===== src/rtl/m2u_pkg.sv =====
// m2u_pkg: constants, codes and the event packet type for the MIDI to USB event packetiser.
// No dependencies; imported by the top level.
package m2u_pkg;

	// MIDI status bytes that need special handling
	localparam logic [7:0] ST_SYSEX_START = 8'hF0;
	localparam logic [7:0] ST_MTC_QFRAME  = 8'hF1;
	localparam logic [7:0] ST_SONG_POS    = 8'hF2;
	localparam logic [7:0] ST_SONG_SEL    = 8'hF3;
	localparam logic [7:0] ST_UNDEF_F5    = 8'hF5;
	localparam logic [7:0] ST_TUNE_REQ    = 8'hF6;
	localparam logic [7:0] ST_SYSEX_END   = 8'hF7;
	localparam logic [7:0] ST_REALTIME    = 8'hF8;
	localparam logic [7:0] ST_NONE        = 8'h00;

	// Code index numbers
	localparam logic [3:0] CIN_NONE       = 4'h0;
	localparam logic [3:0] CIN_SYS2       = 4'h2;
	localparam logic [3:0] CIN_SYS3       = 4'h3;
	localparam logic [3:0] CIN_SYSEX_CONT = 4'h4;
	localparam logic [3:0] CIN_END1       = 4'h5;
	localparam logic [3:0] CIN_END2       = 4'h6;
	localparam logic [3:0] CIN_END3       = 4'h7;
	localparam logic [3:0] CIN_REALTIME   = 4'hF;

	// Upper nibbles of channel message status bytes
	localparam logic [3:0] KIND_NOTE_OFF  = 4'h8;
	localparam logic [3:0] KIND_CTRL      = 4'hB;
	localparam logic [3:0] KIND_PROG      = 4'hC;
	localparam logic [3:0] KIND_CHAN_PRES = 4'hD;
	localparam logic [3:0] KIND_PITCH     = 4'hE;
	localparam logic [3:0] KIND_SYSTEM    = 4'hF;

	// One event packet
	typedef struct packed {
		logic [3:0] code_index;
		logic [7:0] msg_byte0;
		logic [7:0] msg_byte1;
		logic [7:0] msg_byte2;
		logic       last_of_run;
	} evt_pkt_t;

	// Packet count for one input byte (0, 1 or 2)
	typedef logic [1:0] pkt_cnt_t;

endpackage


===== src/rtl/m2u_midi_if.sv =====
// m2u_midi_if: valid/ready channel carrying one raw MIDI byte per item.
// No dependencies.
interface m2u_midi_if;
	logic       valid;
	logic       ready;
	logic [7:0] midi_byte;

	modport source (output valid, output midi_byte, input ready);
	modport sink (input valid, input midi_byte, output ready);
endinterface


===== src/rtl/m2u_evt_if.sv =====
// m2u_evt_if: valid/ready channel carrying one USB-MIDI style event packet per item.
// No dependencies.
interface m2u_evt_if;
	logic       valid;
	logic       ready;
	logic [3:0] code_index;
	logic [7:0] msg_byte0;
	logic [7:0] msg_byte1;
	logic [7:0] msg_byte2;
	logic       last_of_run;

	modport source (output valid, output code_index, output msg_byte0, output msg_byte1,
		output msg_byte2, output last_of_run, input ready);
	modport sink (input valid, input code_index, input msg_byte0, input msg_byte1,
		input msg_byte2, input last_of_run, output ready);
endinterface


===== src/rtl/midi_to_usb_event_packetizer_unit.sv =====
// midi_to_usb_event_packetizer_unit: raw MIDI bytes in, USB-MIDI style event packets out.
// Depends on m2u_pkg, m2u_midi_if and m2u_evt_if.
//
//   channel   dir   item                                   handshake
//   midi_in   in    midi_byte                              valid/ready
//   evt_out   out   code_index, msg_byte0..2, last_of_run  valid/ready
//
// Each byte is decoded in the cycle it is taken; its packets (none, one or two) land in a
// two-entry result register and leave one per cycle while evt_out is ready. A byte is taken
// whenever the result register is empty or its last packet leaves in the same cycle, so one
// byte per cycle is sustained while each byte gives at most one packet and evt_out is ready;
// a byte giving two stalls input. Reset clears running status, held bytes, result register.
module midi_to_usb_event_packetizer_unit
	import m2u_pkg::*;
(
	input  logic          clk,
	input  logic          arst_n,
	m2u_midi_if.sink      midi_in,
	m2u_evt_if.source     evt_out
);

	// Encoder state
	logic [7:0] run_status_q;
	logic       fh_valid_q;
	logic [6:0] fh_byte_q;
	logic       sh_valid_q;
	logic [6:0] sh_byte_q;
	logic       sx_sent_q;

	// Result register
	evt_pkt_t   pkt0_q;
	evt_pkt_t   pkt1_q;
	pkt_cnt_t   cnt_q;

	// Next-state values and new packets
	logic [7:0] n_status;
	logic       n_fh_valid;
	logic [6:0] n_fh_byte;
	logic       n_sh_valid;
	logic [6:0] n_sh_byte;
	logic       n_sx_sent;
	evt_pkt_t   new0;
	evt_pkt_t   new1;
	pkt_cnt_t   new_cnt;

	logic       in_fire;
	logic       out_fire;

	// Closing packet of a system-exclusive message
	function automatic evt_pkt_t sysex_end_pkt(input logic sent, input logic fhv,
		input logic shv, input logic [6:0] fhb, input logic [6:0] shb);
		evt_pkt_t p;
		p.last_of_run = 1'b0;
		if (sent) begin
			if (shv) begin
				p.code_index = CIN_END3;
				p.msg_byte0  = {1'b0, fhb};
				p.msg_byte1  = {1'b0, shb};
				p.msg_byte2  = ST_SYSEX_END;
			end else if (fhv) begin
				p.code_index = CIN_END2;
				p.msg_byte0  = {1'b0, fhb};
				p.msg_byte1  = ST_SYSEX_END;
				p.msg_byte2  = 8'h00;
			end else begin
				p.code_index = CIN_END1;
				p.msg_byte0  = ST_SYSEX_END;
				p.msg_byte1  = 8'h00;
				p.msg_byte2  = 8'h00;
			end
		end else if (fhv) begin
			p.code_index = CIN_END3;
			p.msg_byte0  = ST_SYSEX_START;
			p.msg_byte1  = {1'b0, fhb};
			p.msg_byte2  = ST_SYSEX_END;
		end else begin
			p.code_index = CIN_END2;
			p.msg_byte0  = ST_SYSEX_START;
			p.msg_byte1  = ST_SYSEX_END;
			p.msg_byte2  = 8'h00;
		end
		return p;
	endfunction

	function automatic evt_pkt_t mk_pkt(input logic [3:0] cin, input logic [7:0] b0,
		input logic [7:0] b1, input logic [7:0] b2);
		evt_pkt_t p;
		p.code_index  = cin;
		p.msg_byte0   = b0;
		p.msg_byte1   = b1;
		p.msg_byte2   = b2;
		p.last_of_run = 1'b0;
		return p;
	endfunction

	// Handshakes
	assign out_fire       = evt_out.valid & evt_out.ready;
	assign midi_in.ready  = (cnt_q == 2'd0) || ((cnt_q == 2'd1) && evt_out.ready);
	assign in_fire        = midi_in.valid & midi_in.ready;

	// Decode one byte against the current state
	always_comb begin
		logic [7:0] c;
		logic [3:0] kind;
		logic       emit;
		evt_pkt_t   pkt;
		c          = midi_in.midi_byte;
		kind       = run_status_q[7:4];
		emit       = 1'b0;
		pkt        = mk_pkt(CIN_NONE, 8'h00, 8'h00, 8'h00);
		n_status   = run_status_q;
		n_fh_valid = fh_valid_q;
		n_fh_byte  = fh_byte_q;
		n_sh_valid = sh_valid_q;
		n_sh_byte  = sh_byte_q;
		n_sx_sent  = sx_sent_q;
		new0       = mk_pkt(CIN_NONE, 8'h00, 8'h00, 8'h00);
		new1       = mk_pkt(CIN_NONE, 8'h00, 8'h00, 8'h00);
		new_cnt    = 2'd0;

		// A status byte other than end-of-sysex closes an open sysex first
		if (c[7] && (run_status_q == ST_SYSEX_START) && (c != ST_SYSEX_END)) begin
			new0       = sysex_end_pkt(sx_sent_q, fh_valid_q, sh_valid_q, fh_byte_q, sh_byte_q);
			new_cnt    = 2'd1;
			n_status   = ST_NONE;
			n_fh_valid = 1'b0;
			n_sh_valid = 1'b0;
			n_sx_sent  = 1'b1;
		end

		if (c[7]) begin
			// Status bytes
			if (c < ST_TUNE_REQ) begin
				n_status   = c;
				n_fh_valid = 1'b0;
				n_sx_sent  = 1'b0;
			end else if ((c == ST_SYSEX_END) && (n_status == ST_SYSEX_START)) begin
				emit     = 1'b1;
				pkt      = sysex_end_pkt(n_sx_sent, n_fh_valid, n_sh_valid, n_fh_byte,
					n_sh_byte);
				n_status = ST_NONE;
			end else if (c < ST_REALTIME) begin
				emit     = 1'b1;
				pkt      = mk_pkt(CIN_END1, c, 8'h00, 8'h00);
				n_status = ST_NONE;
			end else begin
				// real-time: no state change
				pkt = mk_pkt(CIN_REALTIME, c, 8'h00, 8'h00);
			end
		end else begin
			// Data bytes, interpreted by running status
			case (kind) inside
				KIND_PROG, KIND_CHAN_PRES: begin
					emit = 1'b1;
					pkt  = mk_pkt(kind, run_status_q, c, 8'h00);
				end
				[KIND_NOTE_OFF:KIND_CTRL], KIND_PITCH: begin
					if (fh_valid_q) begin
						emit = 1'b1;
						pkt  = mk_pkt(kind, run_status_q, {1'b0, fh_byte_q}, c);
					end else begin
						n_fh_byte  = c[6:0];
						n_fh_valid = 1'b1;
					end
				end
				KIND_SYSTEM: begin
					case (run_status_q) inside
						ST_SYSEX_START: begin
							if (sx_sent_q) begin
								if (sh_valid_q) begin
									emit = 1'b1;
									pkt  = mk_pkt(CIN_SYSEX_CONT, {1'b0, fh_byte_q},
										{1'b0, sh_byte_q}, c);
								end else if (fh_valid_q) begin
									n_sh_byte  = c[6:0];
									n_sh_valid = 1'b1;
								end else begin
									n_fh_byte  = c[6:0];
									n_fh_valid = 1'b1;
								end
							end else if (fh_valid_q) begin
								emit = 1'b1;
								pkt  = mk_pkt(CIN_SYSEX_CONT, ST_SYSEX_START,
									{1'b0, fh_byte_q}, c);
							end else begin
								n_fh_byte  = c[6:0];
								n_fh_valid = 1'b1;
							end
						end
						ST_MTC_QFRAME, ST_SONG_SEL, ST_UNDEF_F5: begin
							emit = 1'b1;
							pkt  = mk_pkt(CIN_SYS2, run_status_q, c, 8'h00);
						end
						ST_SONG_POS: begin
							if (fh_valid_q) begin
								emit = 1'b1;
								pkt  = mk_pkt(CIN_SYS3, run_status_q, {1'b0, fh_byte_q}, c);
							end else begin
								n_fh_byte  = c[6:0];
								n_fh_valid = 1'b1;
							end
						end
						default: begin
						end
					endcase
				end
				default: begin
					// no running status: byte dropped
				end
			endcase
		end

		// Packets that go through the normal emit path clear held bytes
		if (emit) begin
			n_fh_valid = 1'b0;
			n_sh_valid = 1'b0;
			n_sx_sent  = 1'b1;
		end

		// Place the packet behind any sysex close; real-time packets too
		if (emit || (c[7] && (c >= ST_REALTIME))) begin
			if (new_cnt == 2'd0) begin
				new0 = pkt;
			end else begin
				new1 = pkt;
			end
			new_cnt = new_cnt + 2'd1;
		end

		// Mark the final packet of this byte
		if (new_cnt == 2'd1) begin
			new0.last_of_run = 1'b1;
		end else if (new_cnt == 2'd2) begin
			new1.last_of_run = 1'b1;
		end
	end

	// State registers
	always_ff @(posedge clk or negedge arst_n) begin
		if (!arst_n) begin
			run_status_q <= ST_NONE;
			fh_valid_q   <= 1'b0;
			fh_byte_q    <= 7'd0;
			sh_valid_q   <= 1'b0;
			sh_byte_q    <= 7'd0;
			sx_sent_q    <= 1'b0;
		end else if (in_fire) begin
			run_status_q <= n_status;
			fh_valid_q   <= n_fh_valid;
			fh_byte_q    <= n_fh_byte;
			sh_valid_q   <= n_sh_valid;
			sh_byte_q    <= n_sh_byte;
			sx_sent_q    <= n_sx_sent;
		end
	end

	// Result register count
	always_ff @(posedge clk or negedge arst_n) begin
		if (!arst_n) begin
			cnt_q <= 2'd0;
		end else if (in_fire) begin
			cnt_q <= new_cnt;
		end else if (out_fire) begin
			cnt_q <= cnt_q - 2'd1;
		end
	end

	// Result register payload
	always_ff @(posedge clk) begin
		if (in_fire) begin
			pkt0_q <= new0;
			pkt1_q <= new1;
		end else if (out_fire) begin
			pkt0_q <= pkt1_q;
		end
	end

	// Output drive
	assign evt_out.valid       = (cnt_q != 2'd0);
	assign evt_out.code_index  = pkt0_q.code_index;
	assign evt_out.msg_byte0   = pkt0_q.msg_byte0;
	assign evt_out.msg_byte1   = pkt0_q.msg_byte1;
	assign evt_out.msg_byte2   = pkt0_q.msg_byte2;
	assign evt_out.last_of_run = pkt0_q.last_of_run;

endmodule

===== src/flat_wrapper.sv =====
// flat-port wrapper written by rule: the top's interface ports become plain ports
module midi_to_usb_event_packetizer_unit_flat import m2u_pkg::*;
  (clk, arst_n, midi_in_valid, midi_in_midi_byte, midi_in_ready, evt_out_valid, evt_out_code_index, evt_out_msg_byte0, evt_out_msg_byte1, evt_out_msg_byte2, evt_out_last_of_run, evt_out_ready);
  m2u_midi_if midi_in_i ();
  m2u_evt_if evt_out_i ();
  input  logic clk;
  input  logic arst_n;
  input wire logic [$bits(midi_in_i.valid)-1:0] midi_in_valid;
  input wire logic [$bits(midi_in_i.midi_byte)-1:0] midi_in_midi_byte;
  output wire logic [$bits(midi_in_i.ready)-1:0] midi_in_ready;
  output wire logic [$bits(evt_out_i.valid)-1:0] evt_out_valid;
  output wire logic [$bits(evt_out_i.code_index)-1:0] evt_out_code_index;
  output wire logic [$bits(evt_out_i.msg_byte0)-1:0] evt_out_msg_byte0;
  output wire logic [$bits(evt_out_i.msg_byte1)-1:0] evt_out_msg_byte1;
  output wire logic [$bits(evt_out_i.msg_byte2)-1:0] evt_out_msg_byte2;
  output wire logic [$bits(evt_out_i.last_of_run)-1:0] evt_out_last_of_run;
  input wire logic [$bits(evt_out_i.ready)-1:0] evt_out_ready;
  assign midi_in_i.valid = midi_in_valid;
  assign midi_in_i.midi_byte = midi_in_midi_byte;
  assign midi_in_ready = midi_in_i.ready;
  assign evt_out_valid = evt_out_i.valid;
  assign evt_out_code_index = evt_out_i.code_index;
  assign evt_out_msg_byte0 = evt_out_i.msg_byte0;
  assign evt_out_msg_byte1 = evt_out_i.msg_byte1;
  assign evt_out_msg_byte2 = evt_out_i.msg_byte2;
  assign evt_out_last_of_run = evt_out_i.last_of_run;
  assign evt_out_i.ready = evt_out_ready;
  midi_to_usb_event_packetizer_unit u_core (.clk(clk), .arst_n(arst_n), .midi_in(midi_in_i), .evt_out(evt_out_i));
endmodule

===== config.mk =====
export PLATFORM = sky130hd
export DESIGN_NAME = midi_to_usb_event_packetizer_unit_flat
export DESIGN_NICKNAME = d
export VERILOG_FILES = /design/src/rtl/m2u_pkg.sv /design/src/rtl/m2u_midi_if.sv /design/src/rtl/m2u_evt_if.sv /design/src/rtl/midi_to_usb_event_packetizer_unit.sv /design/src/flat_wrapper.sv
export SDC_FILE = /design/constraint.sdc
export NUM_CORES = 1
export LEC_CHECK = 0
export BUFFER_PORTS_ARGS = -buffer_cell sky130_fd_sc_hd__buf_4
export CAP_MARGIN = 40
export CELL_PAD_IN_SITES_DETAIL_PLACEMENT = 0
export CELL_PAD_IN_SITES_GLOBAL_PLACEMENT = 1
export CORE_ASPECT_RATIO = 2
export CORE_MARGIN = 2
export CORE_UTILIZATION = 52
export CTS_BUF_LIST = sky130_fd_sc_hd__clkbuf_2
export CTS_CLUSTER_DIAMETER = 100
export DETAILED_ROUTE_END_ITERATION = 10
export PLACE_DENSITY = 0.84
export SLEW_MARGIN = 20
export SYNTH_ARGS = -nofsm -noshare
export SYNTH_HDL_FRONTEND = slang
export SYNTH_SLANG_ARGS = --single-unit

===== constraint.sdc =====
create_clock -name clk -period 4.6 [get_ports clk]
set_input_delay 0.23 -clock clk [delete_from_list [all_inputs] [get_ports clk]]
set_output_delay 0.23 -clock clk [all_outputs]
set_load 0.02 [all_outputs]

==> summary.txt <==
Run status
  • Status: finished clean

Place
  • DP Worst Slack: 1487 ps
  • Placed cells: 611
  • Cell Area, Placed: 5270 sq um
  • RD Place Congestion: 1.077
  • I/O Buffers: 42
  • HPWL Detailed: 11660 um

Clocking
  • Post-CTS Resized: 0
  • CTS tree: built
  • # Post-CTS Setup Buffers: 0
  • Max clock buf depth: 2
  • Clk slew on worst S/H paths: 260 ps
  • Skew-Pair Late Insertion Delay: 580 ps
  • Total CTS buffers: 9
  • CTS H-tree depth: 3
  • CTS sink cnt: 85
  • Post-CTS Hold Fix Bufs: 5
  • CTS root buf: clkbuf_2

Timing
  • Setup violators final: 0
  • RSZ-0062 raised after global routing: false
  • Max Clock Skew: 34.84 ps
  • Tmin final: 3239 ps
  • Final Slew Violations: 0
  • Hold Fails Final Rpt: 0
  • Hold_ws: 49.95 ps
  • Post-route setup TNS: 0 ps
  • Worst-margin pin slew: 769.7 ps
  • Worst slew margin: 48.69%
  • Crit share post-route: 70.41%
  • Fmax: 308.8 MHz
  • Setup WS post-layout: 1361 ps

Finish
  • Layout net count: 542
  • P&R area growth vs syn: 10.54%
  • Post-layout instance area: 5448 sq um
  • Non-Filler Instances: 636
  • Share of layout cells above drive strength 1: 17.33%
  • Fin util: 58.44%

Power and ir drop
  • Sequential Power Share: 42.2%
  • PwrDens: 575.1 nW/um^2
  • Sw power: 1.450 mW
  • Tot Pwr: 3.133 mW
  • Share of power burned in combinational logic: 46.2%
  • Switching share of power: 46.28%
  • Pleak: 2.123 nW
  • Clk pwr share: 11.6%
  • Peak VDD IR: 0.0003284 V
  • Cell-internal power: 1.683 mW

Setup path
  • Worst Path Required: 5030 ps
  • Critical path class: reg2reg
  • Critical Path Start Type: flip-flop
  • Worst Path Max Fanout: 18
  • R2R depth: 6
  • R2R Path End: u_core.pkt1_q[14]
  • Worst EP arrival: 3670 ps
  • Setup slack, reg-to-reg: 1360 ps
  • Reg2reg start: u_core.fh_valid_q
  • Crit path capture type: flip-flop

Worst hold path
  • Hold Path End: u_core.run_status_q[2]
  • Worst Hold Launch: midi_in_midi_byte[2]
  • Worst hold path class: in2reg
  • Hold depth: 2

Logic synthesis
  • Cells after synthesis: 499
  • Distinct cells, synth: 61
  • Async SR Flop Fraction: 31.76%
  • Post-Syn Area per Cell: 9.877 sq um
  • EDFF count, synth: 58
  • Post-synthesis net count: 515
  • Sequential fraction of the synthesis area: 49.05%
  • Synth Flop Type: edfxtp_1
  • Mapped cell area: 4928 sq um
  • Yosys warns: 0
  • Post-synthesis register bit count: 85

Global route
  • Largest net degree at the start of global routing: 42
  • First-pass GRT wire length: 24490 um
  • Number of global-route vias before repair: 4241
  • GRT Overall Usage: 32.29%
  • Initial antenna violation count: 0
  • Grt ovf: 0

Route
  • Routed Antenna Nets: 0
  • DR DRC count: 0
  • Initial DRC Count: 529
  • Vias/cell: 6.987
  • Wire per inst: 25.05 um
  • Drt total wl: 15930 um
  • DRT Pass-1 Iters: 7
  • Via count: 4444

Die
  • Die Area: 10320 sq um
  • CORE AREA: 9321 sq um
  • Initial Utilization: 52.87%
  • Num rows: 50
  • Die Ht: 141.7 um
  • IO Pins: 43
  • Die W: 72.84 um

Flow run
  • Max-cap violations: 0
layout by cell type (no fill, tap or decap), types with 5 or more instances in the layout:
cell | synthesis | layout
mux2i_1 | 7 | 7
a31oi_1 | 10 | 10
dlygate4sd3_1 | 0 | 7
mux2_2 | 15 | 15
inv_1 | 12 | 11
and2_1 | 13 | 13
buf_4 | 0 | 49
a21oi_1 | 33 | 33
nand3_1 | 14 | 14
o211ai_1 | 16 | 16
o221a_2 | 7 | 7
a21o_1 | 5 | 5
and3_1 | 8 | 8
nor2_1 | 41 | 41
nor3_1 | 12 | 12
a221o_1 | 8 | 8
o21a_1 | 6 | 6
o21ai_0 | 34 | 34
nand2_1 | 44 | 44
nor2b_1 | 8 | 8
nand4_1 | 5 | 5
clkbuf_2 | 1 | 10
edfxtp_1 | 58 | 58
dfrtp_1 | 27 | 27
a21boi_0 | 5 | 5
worst max-delay path, cell delays in order, from the launching register on:
cell      delay, ps
dfrtp_1         770
a21boi_0        540
o21ai_0         390
nand3_1         270
ha_1            540
inv_1           340
a31oi_1         230
synthesized netlist by cell type (10+ instances only):
cell type,n,share of area [%]
o21ai_0,34,3.5
clkbuf_1,34,2.6
edfxtp_1,58,35
nand3_1,14,1.4
nand2_1,44,3.4
mux2_2,15,3.4
a31oi_1,10,1.3
a21oi_1,33,3.4
dfrtp_1,27,14
and2_1,13,1.7
nor2_1,41,3.1
nor3_1,12,1.2
o211ai_1,16,2.4
inv_1,12,0.91
state kept, by name, summed over array words and instances, names as in the netlist:
name and flops:
u_core.evt_out.msg_byte0 8, u_core.evt_out.msg_byte1 8, u_core.run_status_q 8, u_core.pkt1_q 29, u_core.sh_byte_q 7, u_core.sx_sent_q 1, u_core.evt_out.code_index 4, u_core.fh_valid_q 1
u_core.evt_out.msg_byte2 8, u_core.fh_byte_q 7, u_core.evt_out.last_of_run 1, u_core.sh_valid_q 1, u_core.cnt_q 2
kinds of logic (layout without fill, tap and decap cells):
family | count (synthesis) | in the layout | synth area share [%]
compound gates | 169 | 169 | 23.92
simple gates | 166 | 166 | 17.09
flops | 85 | 85 | 49.05
buf+inv | 53 | 85 | 4.087
mux | 22 | 22 | 4.849
fa+ha+maj | 4 | 4 | 1.016
other cells | 0 | 1 | 0
worst max path at each step:
stage | startpoint | slack [ps] | endpoint | cells past startpoint
after floorplan | u_core.cnt_q[0] | 1810 | u_core.pkt1_q[0] | 7
after CTS | u_core.run_status_q[1] | 1420 | u_core.pkt1_q[14] | 8
final | u_core.fh_valid_q | 1360 | u_core.pkt1_q[14] | 6
after global placement | u_core.fh_valid_q | 1500 | u_core.pkt1_q[16] | 6
after detailed placement | u_core.run_status_q[1] | 1490 | u_core.pkt1_q[16] | 8
after global routing | u_core.run_status_q[1] | 1140 | u_core.pkt1_q[14] | 8
metal layers:
layer	vias up	wire, um	global-route usage (%)
met3	84	1195	7.031
met1	2118	5640	37.65
met4	0	1059	18.71
li1	1967	-	-
met2	275	8036	53.40
met5	-	0	0
cell type report:
type / instances / area [sq um]
sequential: 85 / 2417
clock buffer: 10 / 50.05
multi-input combinational: 361 / 2310
fill: 830 / 3874
tap: 104 / 130.1
antenna: 1 / 2.502
inverter: 12 / 45.04
clock inverter: 6 / 47.55
timing repair buffer: 57 / 445.4
power groups by stage:
stage | Clock [mW] | Sequential, mW | Combinational, mW
global placement | 0 | 1.32 | 1.40
global route | 0.397 | 1.35 | 1.55
floorplan | 0 | 1.32 | 0.904
CTS | 0.367 | 1.31 | 1.41
finish | 0.363 | 1.32 | 1.45
detailed placement | 0 | 1.33 | 1.41
Note: power is estimated with default switching activity, not from simulation.
